==> config.mk <==
export PLATFORM = sky130hd
export DESIGN_NAME = matrix_row_col_sum_extrema
export DESIGN_NICKNAME = d
export VERILOG_FILES = /design/src/rtl/mrcse_pkg.sv /design/src/rtl/mrcse_cell.sv /design/src/rtl/matrix_row_col_sum_extrema.sv
export SDC_FILE = /design/constraint.sdc
export NUM_CORES = 1
export LEC_CHECK = 0
export BUFFER_PORTS_ARGS = -buffer_cell sky130_fd_sc_hd__buf_2
export CELL_PAD_IN_SITES_DETAIL_PLACEMENT = 0
export CELL_PAD_IN_SITES_GLOBAL_PLACEMENT = 1
export CORE_UTILIZATION = 48
export DETAILED_ROUTE_END_ITERATION = 10
export PLACE_DENSITY = 0.79
export SETUP_SLACK_MARGIN = 0.02
export SLEW_MARGIN = 20
export SYNTH_ARGS = -nofsm -noshare
export SYNTH_HDL_FRONTEND = slang
export SYNTH_SLANG_ARGS = --single-unit
==> constraint.sdc <==
create_clock -name clk -period 5.07 [get_ports clk]
set_clock_uncertainty 0.05 [all_clocks]
set_input_delay 1.014 -clock clk [delete_from_list [all_inputs] [get_ports clk]]
set_output_delay 1.014 -clock clk [all_outputs]
set_load 0.05 [all_outputs]
==> src/rtl/mrcse_pkg.sv <==
// Shared types and constants for the matrix row/column sum and extrema block.
// No dependencies.
package mrcse_pkg;

    localparam int DEFAULT_MATRIX_DIM = 8;
    localparam int ELEM_W             = 16;
    localparam int SUM_W              = 22;
    localparam int KIND_W             = 2;
    localparam int OUT_IDX_W          = 3;

    typedef enum logic [KIND_W-1:0] {
        KIND_ROW     = 2'd0,
        KIND_COL     = 2'd1,
        KIND_SUMMARY = 2'd2
    } kind_t;

    typedef enum logic [1:0] {
        ST_RUN,
        ST_COLS,
        ST_SUMMARY
    } state_t;

    // shift: move the ring one place toward the head; add: fold the element in.
    typedef struct packed {
        logic shift;
        logic add;
    } ring_ctrl_t;

endpackage

==> src/rtl/mrcse_cell.sv <==
// One column accumulator cell of the rotating accumulator ring.
// Depends on mrcse_pkg.
module mrcse_cell (
    input  logic                                clk,
    input  logic                                rst_n,
    input  mrcse_pkg::ring_ctrl_t               ctrl,
    input  logic signed [mrcse_pkg::SUM_W-1:0]  din,
    input  logic signed [mrcse_pkg::SUM_W-1:0]  addend,
    output logic signed [mrcse_pkg::SUM_W-1:0]  dout
);

    logic signed [mrcse_pkg::SUM_W-1:0] acc_reg;
    logic signed [mrcse_pkg::SUM_W-1:0] acc_next;

    always_comb
    begin
        acc_next = acc_reg;
        if (ctrl.shift)
        begin
            acc_next = ctrl.add ? din + addend : din;
        end
    end

    always_ff @(posedge clk or negedge rst_n)
    begin
        if (!rst_n)
        begin
            acc_reg <= '0;
        end
        else
        begin
            acc_reg <= acc_next;
        end
    end

    assign dout = acc_reg;

endmodule

==> src/rtl/matrix_row_col_sum_extrema.sv <==
// Row sums, column sums, largest row sum and extreme-element positions of a square matrix.
// A row-end element gives its row sum from the output register in the next cycle; mid-row elements give none.
// Takes one element per cycle unless a row-end element waits on a held output; after the last
// element it takes none while the column sums and summary drain through the output register.
// Reset (rst_n, async, active low) clears all internal sums, positions and the output valid.
// Depends on mrcse_pkg and mrcse_cell.
module matrix_row_col_sum_extrema #(
    parameter int MatrixDim = mrcse_pkg::DEFAULT_MATRIX_DIM
) (
    input  logic                                    clk,
    input  logic                                    rst_n,
    input  logic                                    elem_valid,
    output logic                                    elem_stall,
    input  logic signed [mrcse_pkg::ELEM_W-1:0]     element_value,
    output logic                                    res_valid,
    input  logic                                    res_stall,
    output logic [mrcse_pkg::KIND_W-1:0]            result_kind,
    output logic [mrcse_pkg::OUT_IDX_W-1:0]         result_index,
    output logic signed [mrcse_pkg::SUM_W-1:0]      sum_value,
    output logic signed [mrcse_pkg::SUM_W-1:0]      largest_row_sum,
    output logic [mrcse_pkg::OUT_IDX_W-1:0]         max_elem_row,
    output logic [mrcse_pkg::OUT_IDX_W-1:0]         max_elem_col,
    output logic [mrcse_pkg::OUT_IDX_W-1:0]         min_elem_row,
    output logic [mrcse_pkg::OUT_IDX_W-1:0]         min_elem_col,
    output logic                                    last_of_run
);

    localparam int IDX_W = $clog2(MatrixDim);
    localparam int SUM_W = mrcse_pkg::SUM_W;
    localparam int OW    = mrcse_pkg::OUT_IDX_W;
    localparam logic [IDX_W-1:0] IDX_LAST = IDX_W'(MatrixDim - 1);

    function automatic logic [OW-1:0] idx_out(input logic [IDX_W-1:0] p);
        logic [IDX_W+OW-1:0] e;
        e = {{OW{1'b0}}, p};
        return e[OW-1:0];
    endfunction

    mrcse_pkg::state_t state_reg, state_next;

    logic [IDX_W-1:0] row_pos_reg, row_pos_next;
    logic [IDX_W-1:0] col_pos_reg, col_pos_next;
    logic [IDX_W-1:0] drain_reg, drain_next;
    logic signed [SUM_W-1:0] row_accum_reg, row_accum_next;
    logic signed [SUM_W-1:0] best_reg, best_next;
    logic signed [mrcse_pkg::ELEM_W-1:0] max_val_reg, max_val_next;
    logic signed [mrcse_pkg::ELEM_W-1:0] min_val_reg, min_val_next;
    logic [IDX_W-1:0] max_row_reg, max_row_next, max_col_reg, max_col_next;
    logic [IDX_W-1:0] min_row_reg, min_row_next, min_col_reg, min_col_next;

    logic res_valid_reg, res_valid_next;
    logic [mrcse_pkg::KIND_W-1:0] kind_reg, kind_next;
    logic [OW-1:0] index_reg, index_next;
    logic signed [SUM_W-1:0] sum_reg, sum_next;
    logic signed [SUM_W-1:0] largest_reg, largest_next;
    logic [OW-1:0] maxr_reg, maxr_next, maxc_reg, maxc_next;
    logic [OW-1:0] minr_reg, minr_next, minc_reg, minc_next;
    logic last_reg, last_next;

    logic out_free, elem_acc, col_last, row_last, first_elem, drain_last;
    logic load_row, load_col, load_summary;
    logic signed [SUM_W-1:0] v_ext, row_sum_new;
    mrcse_pkg::ring_ctrl_t ring_ctrl;
    logic signed [SUM_W-1:0] ring_q [MatrixDim];

    assign out_free   = !res_valid_reg || !res_stall;
    assign col_last   = (col_pos_reg == IDX_LAST);
    assign row_last   = (row_pos_reg == IDX_LAST);
    assign drain_last = (drain_reg == IDX_LAST);
    assign first_elem = (row_pos_reg == '0) && (col_pos_reg == '0);
    assign elem_stall = (state_reg != mrcse_pkg::ST_RUN) || (col_last && !out_free);
    assign elem_acc   = elem_valid && !elem_stall;
    assign v_ext       = SUM_W'(element_value);
    assign row_sum_new = row_accum_reg + v_ext;

    // next state
    always_comb
    begin
        state_next = state_reg;
        unique case (state_reg)
            mrcse_pkg::ST_RUN:
            begin
                if (elem_acc && col_last && row_last)
                begin
                    state_next = mrcse_pkg::ST_COLS;
                end
            end
            mrcse_pkg::ST_COLS:
            begin
                if (out_free && drain_last)
                begin
                    state_next = mrcse_pkg::ST_SUMMARY;
                end
            end
            mrcse_pkg::ST_SUMMARY:
            begin
                if (out_free)
                begin
                    state_next = mrcse_pkg::ST_RUN;
                end
            end
            default:
            begin
                state_next = mrcse_pkg::ST_RUN;
            end
        endcase
    end

    // state outputs
    always_comb
    begin
        load_row     = 1'b0;
        load_col     = 1'b0;
        load_summary = 1'b0;
        ring_ctrl    = '0;
        unique case (state_reg)
            mrcse_pkg::ST_RUN:
            begin
                load_row        = elem_acc && col_last;
                ring_ctrl.shift = elem_acc;
                ring_ctrl.add   = elem_acc;
            end
            mrcse_pkg::ST_COLS:
            begin
                load_col        = out_free;
                ring_ctrl.shift = out_free;
            end
            mrcse_pkg::ST_SUMMARY:
            begin
                load_summary = out_free;
            end
            default:
            begin
                load_row = 1'b0;
            end
        endcase
    end

    // column accumulator ring: head is the current column
    genvar gi;
    generate
        for (gi = 0; gi < MatrixDim; gi++)
        begin : g_cell
            mrcse_pkg::ring_ctrl_t    cell_ctrl;
            logic signed [SUM_W-1:0]  cell_din;
            if (gi == MatrixDim - 1)
            begin : g_tail
                assign cell_ctrl = ring_ctrl;
                assign cell_din  = ring_ctrl.add ? ring_q[0] : '0;
            end
            else
            begin : g_body
                assign cell_ctrl = '{shift: ring_ctrl.shift, add: 1'b0};
                assign cell_din  = ring_q[gi+1];
            end
            mrcse_cell u_cell (
                .clk    (clk),
                .rst_n  (rst_n),
                .ctrl   (cell_ctrl),
                .din    (cell_din),
                .addend (v_ext),
                .dout   (ring_q[gi])
            );
        end
    endgenerate

    // position, row sum and extrema tracking
    always_comb
    begin
        row_pos_next   = row_pos_reg;
        col_pos_next   = col_pos_reg;
        row_accum_next = row_accum_reg;
        best_next      = best_reg;
        max_val_next   = max_val_reg;
        min_val_next   = min_val_reg;
        max_row_next   = max_row_reg;
        max_col_next   = max_col_reg;
        min_row_next   = min_row_reg;
        min_col_next   = min_col_reg;
        drain_next     = drain_reg;
        if (elem_acc)
        begin
            if (first_elem)
            begin
                max_val_next = element_value;
                min_val_next = element_value;
                max_row_next = '0;
                max_col_next = '0;
                min_row_next = '0;
                min_col_next = '0;
            end
            else
            begin
                if (element_value > max_val_reg)
                begin
                    max_val_next = element_value;
                    max_row_next = row_pos_reg;
                    max_col_next = col_pos_reg;
                end
                if (element_value < min_val_reg)
                begin
                    min_val_next = element_value;
                    min_row_next = row_pos_reg;
                    min_col_next = col_pos_reg;
                end
            end
            if (col_last)
            begin
                if ((row_pos_reg == '0) || (row_sum_new > best_reg))
                begin
                    best_next = row_sum_new;
                end
                row_accum_next = '0;
                col_pos_next   = '0;
                row_pos_next   = row_last ? '0 : row_pos_reg + 1'b1;
            end
            else
            begin
                row_accum_next = row_sum_new;
                col_pos_next   = col_pos_reg + 1'b1;
            end
        end
        if (load_col)
        begin
            drain_next = drain_last ? '0 : drain_reg + 1'b1;
        end
    end

    // output register
    always_comb
    begin
        res_valid_next = res_valid_reg && res_stall;
        kind_next      = kind_reg;
        index_next     = index_reg;
        sum_next       = sum_reg;
        largest_next   = largest_reg;
        maxr_next      = maxr_reg;
        maxc_next      = maxc_reg;
        minr_next      = minr_reg;
        minc_next      = minc_reg;
        last_next      = last_reg;
        if (load_row || load_col || load_summary)
        begin
            res_valid_next = 1'b1;
            largest_next   = '0;
            maxr_next      = '0;
            maxc_next      = '0;
            minr_next      = '0;
            minc_next      = '0;
            last_next      = 1'b0;
            index_next     = '0;
            sum_next       = '0;
        end
        priority if (load_row)
        begin
            kind_next  = mrcse_pkg::KIND_ROW;
            index_next = idx_out(row_pos_reg);
            sum_next   = row_sum_new;
            last_next  = !row_last;
        end
        else if (load_col)
        begin
            kind_next  = mrcse_pkg::KIND_COL;
            index_next = idx_out(drain_reg);
            sum_next   = ring_q[0];
        end
        else if (load_summary)
        begin
            kind_next    = mrcse_pkg::KIND_SUMMARY;
            largest_next = best_reg;
            maxr_next    = idx_out(max_row_reg);
            maxc_next    = idx_out(max_col_reg);
            minr_next    = idx_out(min_row_reg);
            minc_next    = idx_out(min_col_reg);
            last_next    = 1'b1;
        end
        else
        begin
            kind_next = kind_reg;
        end
    end

    always_ff @(posedge clk or negedge rst_n)
    begin
        if (!rst_n)
        begin
            state_reg     <= mrcse_pkg::ST_RUN;
            row_pos_reg   <= '0;
            col_pos_reg   <= '0;
            drain_reg     <= '0;
            row_accum_reg <= '0;
            best_reg      <= '0;
            max_val_reg   <= '0;
            min_val_reg   <= '0;
            max_row_reg   <= '0;
            max_col_reg   <= '0;
            min_row_reg   <= '0;
            min_col_reg   <= '0;
            res_valid_reg <= 1'b0;
        end
        else
        begin
            state_reg     <= state_next;
            row_pos_reg   <= row_pos_next;
            col_pos_reg   <= col_pos_next;
            drain_reg     <= drain_next;
            row_accum_reg <= row_accum_next;
            best_reg      <= best_next;
            max_val_reg   <= max_val_next;
            min_val_reg   <= min_val_next;
            max_row_reg   <= max_row_next;
            max_col_reg   <= max_col_next;
            min_row_reg   <= min_row_next;
            min_col_reg   <= min_col_next;
            res_valid_reg <= res_valid_next;
        end
    end

    always_ff @(posedge clk)
    begin
        kind_reg    <= kind_next;
        index_reg   <= index_next;
        sum_reg     <= sum_next;
        largest_reg <= largest_next;
        maxr_reg    <= maxr_next;
        maxc_reg    <= maxc_next;
        minr_reg    <= minr_next;
        minc_reg    <= minc_next;
        last_reg    <= last_next;
    end

    assign res_valid       = res_valid_reg;
    assign result_kind     = kind_reg;
    assign result_index    = index_reg;
    assign sum_value       = sum_reg;
    assign largest_row_sum = largest_reg;
    assign max_elem_row    = maxr_reg;
    assign max_elem_col    = maxc_reg;
    assign min_elem_row    = minr_reg;
    assign min_elem_col    = minc_reg;
    assign last_of_run     = last_reg;

endmodule

==> results.sh, run 1 <==
export IMPL_rsz0062_at_grt="no"
export IMPL_critPathLaunchType="input port"
export IMPL_grt_pass1_wl_mm=65.4
export IMPL_syn_nets=1845
export IMPL_p_leak_nw=9.61
export IMPL_ir_drop_uv=420
export IMPL_place_gp_congestion=0.892
export IMPL_grt_ovfl_total=0
export IMPL_area_growth_pct=16.2
export IMPL_setup_slack_ps=408
export IMPL_cts_max_level=2
export IMPL_cts_root_buffer="clkbuf_16"
export IMPL_synth_top_area_share_pct=42.4
export IMPL_finalHoldViolCount=0
export IMPL_worst_ep_arrival_time_ps=5010
export IMPL_cts_max_path_buffers=3
export IMPL_yosysWarnings=0
export IMPL_final_max_slew_violation_count=0
export IMPL_cts_tree="done"
export IMPL_power_density_nw_per_um2=671
export IMPL_ys_top_cells_by_count="nand2_1, dfrtp_1, ha_1, a21oi_1, inv_1"
export IMPL_synth_cell_types=69
export IMPL_ys_seq_area_share_pct=51.6
export IMPL_fin_nets=1972
export IMPL_cp_slowest_cell="mux2_2"
export IMPL_cp_max_fo=22
export IMPL_startpoint="element_value[12]"
export IMPL_num_fill_cells=3028
export IMPL_synth_area_leaders="dfrtp_1, nand2_1, ha_1"
export IMPL_synth_edf_count=25
export IMPL_worst_pin_slew_ps=925
export IMPL_synth_cells=1720
export IMPL_power_mw=12.7
export IMPL_drv_cap=0
export IMPL_die_w_um=186
export IMPL_critPathKind="input port to flip-flop"
export IMPL_min_from="largest_row_sum[7]"
export IMPL_firstDrtPassIters=5
export IMPL_place_ws_ps=-172
export IMPL_setup_viol=0
export IMPL_run_status="complete, no violations"
export IMPL_place_hpwl_mm=29.2
export IMPL_netlist_area_um2=16300
export IMPL_wirelength_mm=41.0
export IMPL_grt_pass1_vias=11900
export IMPL_ys_flop_type="dfrtp_1"
export IMPL_max_slew_margin_rel_pct=38.4
export IMPL_cts_made_buffers=38
export IMPL_async_flop_share_pct=81.7
export IMPL_die_h_um=186
export IMPL_slowest_delay_ps=350
export IMPL_remaining_drc_errors=0
export IMPL_clkTransAtPathRegs_ps=60
export IMPL_antenna_left=0
export IMPL_dr_first_iter_drc_count=803
export IMPL_yosysTopAreaCell="dfrtp_1"
export IMPL_cp_data_required_time_ps=5420
export IMPL_yosysMostFrequentCell="nand2_1"
export IMPL_grt_max_degree=157
export IMPL_grtUsageTotal_pct=24.4
export IMPL_rows=67
export IMPL_port_buffers=83
export IMPL_clock_sinks=338
export IMPL_syn_mean_instance_area_um2=9.47
export IMPL_wire_per_inst_um=17.7
export IMPL_r2r_start="row_accum_reg[0]"
export IMPL_hold_class="flip-flop to flip-flop"
export IMPL_num_io_pins=84
export IMPL_antennaDiodeCount=0
export IMPL_largest_register_ffs=176
export IMPL_fin_crit_sh_pct=92.0
export IMPL_core_area_um2=33400
export IMPL_clock_latency_ps=530
export IMPL_vias_per_cell=5.34
export IMPL_dieArea_um2=34700
export IMPL_min_period_ps=4660
export IMPL_antenna_found_initial=0
export IMPL_endpoint_kind="flip-flop"
export IMPL_fmax_mhz=214
export IMPL_vias=12400
export IMPL_start_util_pct=48.7
export IMPL_yosys_register_bits=338
export IMPL_path_cells="buf_2 > ha_1 > a21oi_1 > o21ai_0 > or3_1 > o21a_1 > a221oi_4 > xor2_2 > xnor2_1 > ha_1 > nand3_1 > nor2_1 > nand3_1 > nor4_2 > a211oi_1 > xor2_1 > a32oi_2 > buf_12 > mux2_2"
export IMPL_drive_gt1_share_pct=16.0
[cell families after synthesis]
logic type | count (synthesis) | synth area share, %
AO/OA/AOI/OAI | 287 | 11.8
XOR/XNOR | 39 | 2.14
adder cells (fa/ha/maj) | 105 | 8.16
buffers and inverters | 152 | 3.67
flip-flops | 338 | 51.6
multiplexers | 55 | 3.79
AND/OR/NAND/NOR | 744 | 18.9
[critical path: cells and delay by family]
family	cells	cell delay [ps]
AOI/OAI and AO/OA	6	1270
and+or+nand+nor	5	860
adders and majority gates	2	660
buffers and inverters	2	330
muxes	1	350
xor gates and xnor gates	3	500
[repair_timing]
| item | CTS | global route |
|---|---|---|
| setup endpoints to repair | 0 | 19 |
| hold buffers | 0 | 0 |
| buffers inserted | 0 | 0 |
| hold endpoints to repair | 0 | 0 |
| gates resized for setup | 0 | 1 |
[placed cells by master (no fill, tap or decap), drive strengths merged, types with 3 or more instances in the layout]
| master | netlist | final |
|---|---|---|
| mux2 | 54 | 54 |
| xor2 | 17 | 17 |
| bufinv | 0 | 4 |
| nand3 | 38 | 38 |
| a22o | 39 | 39 |
| nand2b | 9 | 9 |
| o21a | 8 | 8 |
| a31oi | 8 | 8 |
| or3 | 4 | 4 |
| a32o | 6 | 6 |
| inv | 74 | 76 |
| clkbuf | 61 | 48 |
| nand2 | 590 | 590 |
| and3 | 26 | 26 |
| clkinv | 0 | 9 |
| buf | 17 | 165 |
| nand3b | 3 | 3 |
| nor2 | 32 | 32 |
| nand4 | 8 | 8 |
| ha | 103 | 103 |
| o31ai | 4 | 4 |
| o2bb2ai | 4 | 4 |
| nor3b | 5 | 5 |
| o21bai | 10 | 10 |
| and4 | 4 | 4 |
| dfrtp | 276 | 276 |
| nor2b | 4 | 4 |
| nor3 | 11 | 11 |
| xnor2 | 22 | 22 |
| dfxtp | 37 | 37 |
| edfxtp | 25 | 25 |
| a211oi | 8 | 8 |
| o21ai | 53 | 53 |
| a21oi | 87 | 87 |
| a21o | 36 | 36 |
| o211ai | 5 | 5 |
[power breakdown]
group,leakage (nW),switching (mW),internal (mW)
clock,0.623,1.11,1.69
combinational,4.94,3.30,2.17
sequential,4.05,0.658,3.77
[worst paths after layout]
kind / to / slack [ps] / cells after the start
worst max-delay path: best_reg[20] / 410 / 19
worst min-delay path: largest_row_sum[7] / 400 / 2
worst min register to register: largest_row_sum[7] / 400 / 2
worst max register to register: best_reg[20] / 590 / 19
max in group asynchronous: g_cell[1].u_cell.dout[19] / 3450 / 2
min in group asynchronous: max_val_reg[8] / 460 / 1
[layout make-up]
class                           instances  area [um2]  area share [%]
Multi-Input combinational cell       1230        7350            38.8
Inverter                               74         278            1.47
Timing Repair Buffer                  165        1080            5.70
Sequential cell                       338        8400            44.4
Clock buffer                           48        1060            5.60
Tap cell                              448         561            2.96
Clock inverter                         17         213            1.12
[per-stage QoR]
stage	util, %	instance area [um2]	instances	setup TNS [ps]	hold slack [ps]
floorplan	-	16300	1720	0	389
global placement	52.8	17700	2255	-2320	391
detailed placement	52.8	17700	2255	-3600	394
CTS	56.6	18900	2320	0	403
global route	56.6	18900	2320	0	420
finish	56.6	18900	2320	0	400
[routing by layer]
layer / vias up / routed length (um) / track usage, %
met5: - / 0 / 0
met4: 0 / 1090 / 7.41
met3: 69 / 1380 / 2.80
met2: 217 / 19500 / 40.3
met1: 6041 / 19000 / 33.8
li1: 6057 / - / -
Power figures use the tool's default switching activity.
==> run 2, diff against run 1 <==
Settings changed: ABC_CLOCK_PERIOD_IN_PS set to 5070, PLACE_DENSITY 0.79 to unset, PLACE_DENSITY_LB_ADDON set to 0.1, RECOVER_POWER set to 100.
==> run 2 against run 1 <==
The flow now finishes with violations (capacitance limit, slew limit). Sequential power barely moved. Via count barely moved. Highest routed layer unchanged. Flip-flop and latch count did not move. Maximum frequency fell by 2.4%. First-iteration DRC count fell by 1.6%. Clock power barely moved. Critical path depth fell by 7. Utilization fell by 0.34 points. Setup slack got worse by 120 ps. Count of clock-buffer cells in the layout rose by 4. Final cell count rose by 0.26%.
==> results.sh, run 2 (synthesis results as in run 1) <==
export IMPL_violations="capacitance limit, slew limit"
export IMPL_rows=67
export IMPL_hold_slack_ps=403
export IMPL_wirelength_mm=41.5
export IMPL_critPathKind="input port to flip-flop"
export IMPL_num_io_pins=84
export IMPL_seqPwrFrac_pct=34.9
export IMPL_antenna_left=0
export IMPL_min_from="largest_row_sum[19]"
export IMPL_mostFrequentLayoutCell="nand2_1"
export IMPL_placed_area_um2=17700
export IMPL_cts_made_buffers=38
export IMPL_grt_pass1_wl_mm=65.8
export IMPL_area_growth_pct=15.5
export IMPL_cts_tree="done"
export IMPL_fin_crit_sh_pct=94.3
export IMPL_dieArea_um2=34700
export IMPL_hold_class="flip-flop to flip-flop"
export IMPL_power_mw=12.7
export IMPL_p_leak_nw=9.35
export IMPL_grt_pass1_vias=12200
export IMPL_final_max_slew_violation_count=237
export IMPL_p_clk_share_pct=22.3
export IMPL_largest_register_ffs=176
export IMPL_port_buffers=83
export IMPL_path_delay_family="compound AO/OA/AOI/OAI gates"
export IMPL_setup_viol=0
export IMPL_drv_cap=4
export IMPL_core_area_um2=33400
export IMPL_drive_gt1_share_pct=11.9
export IMPL_slowest_delay_ps=1150
export IMPL_internal_power_mw=7.64
export IMPL_p_switching_mw=5.08
export IMPL_clock_sinks=338
export IMPL_finalHoldViolCount=0
export IMPL_postCtsSetupBuffers=0
export IMPL_vias_per_cell=5.32
export IMPL_run_status="complete, but fails checks"
export IMPL_worst_r2r_endpoint="g_cell[7].u_cell.dout[18]"
export IMPL_ir_drop_uv=314
export IMPL_cp_data_required_time_ps=5360
export IMPL_max_slew_margin_rel_pct=-91.1
export IMPL_path_buf_inv=1
export IMPL_place_hpwl_mm=29.8
export IMPL_grt_max_degree=112
export IMPL_clkTransAtPathRegs_ps=60
export IMPL_min_period_ps=4780
export IMPL_grtUsageTotal_pct=24.6
export IMPL_critPathCapture="g_cell[7].u_cell.dout[18]"
export IMPL_path_cells="clkbuf_1 > nor3b_1 > and3_1 > ha_1 > a21oi_1 > o21bai_1 > a2111oi_0 > nor2_1 > a21o_1 > o41ai_1 > xor2_1 > o21ai_0"
export IMPL_antennaDiodeCount=0
export IMPL_startpoint="elem_valid"
export IMPL_worst_ep_arrival_time_ps=5070
export IMPL_remaining_drc_errors=0
export IMPL_cp_slowest_cell="nor3b_1"
export IMPL_place_gp_congestion=0.881
export IMPL_wire_per_inst_um=17.9
export IMPL_switching_share_pct=39.9
export IMPL_final_area_um2=18800
export IMPL_cts_root_buffer="clkbuf_16"
export IMPL_fmax_mhz=209
export IMPL_firstDrtPassIters=5
export IMPL_cts_max_path_buffers=3
export IMPL_path_depth=12
export IMPL_die_w_um=186
export IMPL_cts_max_level=2
export IMPL_fin_nets=1976
export IMPL_start_util_pct=48.7
export IMPL_die_h_um=186
export IMPL_vias=12400
export IMPL_power_density_nw_per_um2=676
export IMPL_cp_max_fo=12
export IMPL_mostFrequentLayoutCells="nand2_1, dfrtp_1, ha_1"
export IMPL_reg2reg_depth=11
export IMPL_r2r_start="state_reg[1]"
export IMPL_ff2ff_setup_slack_ps=440
export IMPL_dr_first_iter_drc_count=790
export IMPL_rsz0062_at_grt="no"
export IMPL_critPathLaunchType="input port"
export IMPL_endpoint_kind="flip-flop"
export IMPL_combPwrFrac_pct=42.9
export IMPL_antenna_found_initial=0
export IMPL_worst_pin_slew_ps=2870
export IMPL_grt_ovfl_total=0
export IMPL_clock_latency_ps=520
[run 2: cell type report]
cell class              count  area [um2]
fillers                  3129       14600
multi-input cells        1230        7330
flip-flops and latches    338        8400
inverters                  74         278
clock inverters            15         224
repair buffers            169         971
clock buffers              52        1060
well taps                 448         561
[run 2: worst min-delay path by stage]
stage,to,slack [ps],cells after the start
after floorplan,g_cell[1].u_cell.dout[0],390,2
after global placement,largest_row_sum[12],390,2
after detailed placement,largest_row_sum[19],390,2
after CTS,largest_row_sum[19],400,2
after global routing,largest_row_sum[19],420,2
final,largest_row_sum[19],400,2
[run 2: routing by layer]
layer  wire length, um  global-route usage, %  share of wire, %
met1             19300                   33.3                46
met2             19700                   41.3                47
met3              1300                   2.59               3.1
met4              1320                   8.10               3.2
met5                 0                      0                 0
[run 2: worst register-to-register path, cell delays in order, from the launching register on]
cell and delay (ps):
dfrtp_1 430, nor3b_1 1170, and3_1 320, ha_1 280
a21oi_1 180, o21bai_1 150, a2111oi_0 640, nor2_1 210
a21o_1 220, o41ai_1 400, xor2_1 290, o21ai_0 110
[run 2: what timing repair did]
item	in CTS	in global routing
hold buffers	0	0
resized for setup	0	1
endpoints found under the setup margin	0	1
[run 2: stage by stage]
step,cells,utilization [%],setup TNS [ps],setup slack (ps)
floorplan,1720,-,0,105
global placement,2259,52.9,-1810,-83.3
detailed placement,2259,52.9,-1990,-104
CTS,2326,56.7,0,402
global route,2326,56.3,0,64.2
finish,2326,56.3,0,291
[run 2: power by group through the flow]
stage / combinational [mW] / clock (mW) / sequential (mW)
2_1_floorplan: 3.44 / 0 / 4.49
3_3_place_gp: 5.42 / 0 / 4.45
3_5_place_dp: 5.50 / 0 / 4.47
4_1_cts: 5.54 / 2.89 / 4.44
5_1_grt: 6.08 / 3.00 / 4.56
6_report: 5.45 / 2.83 / 4.44
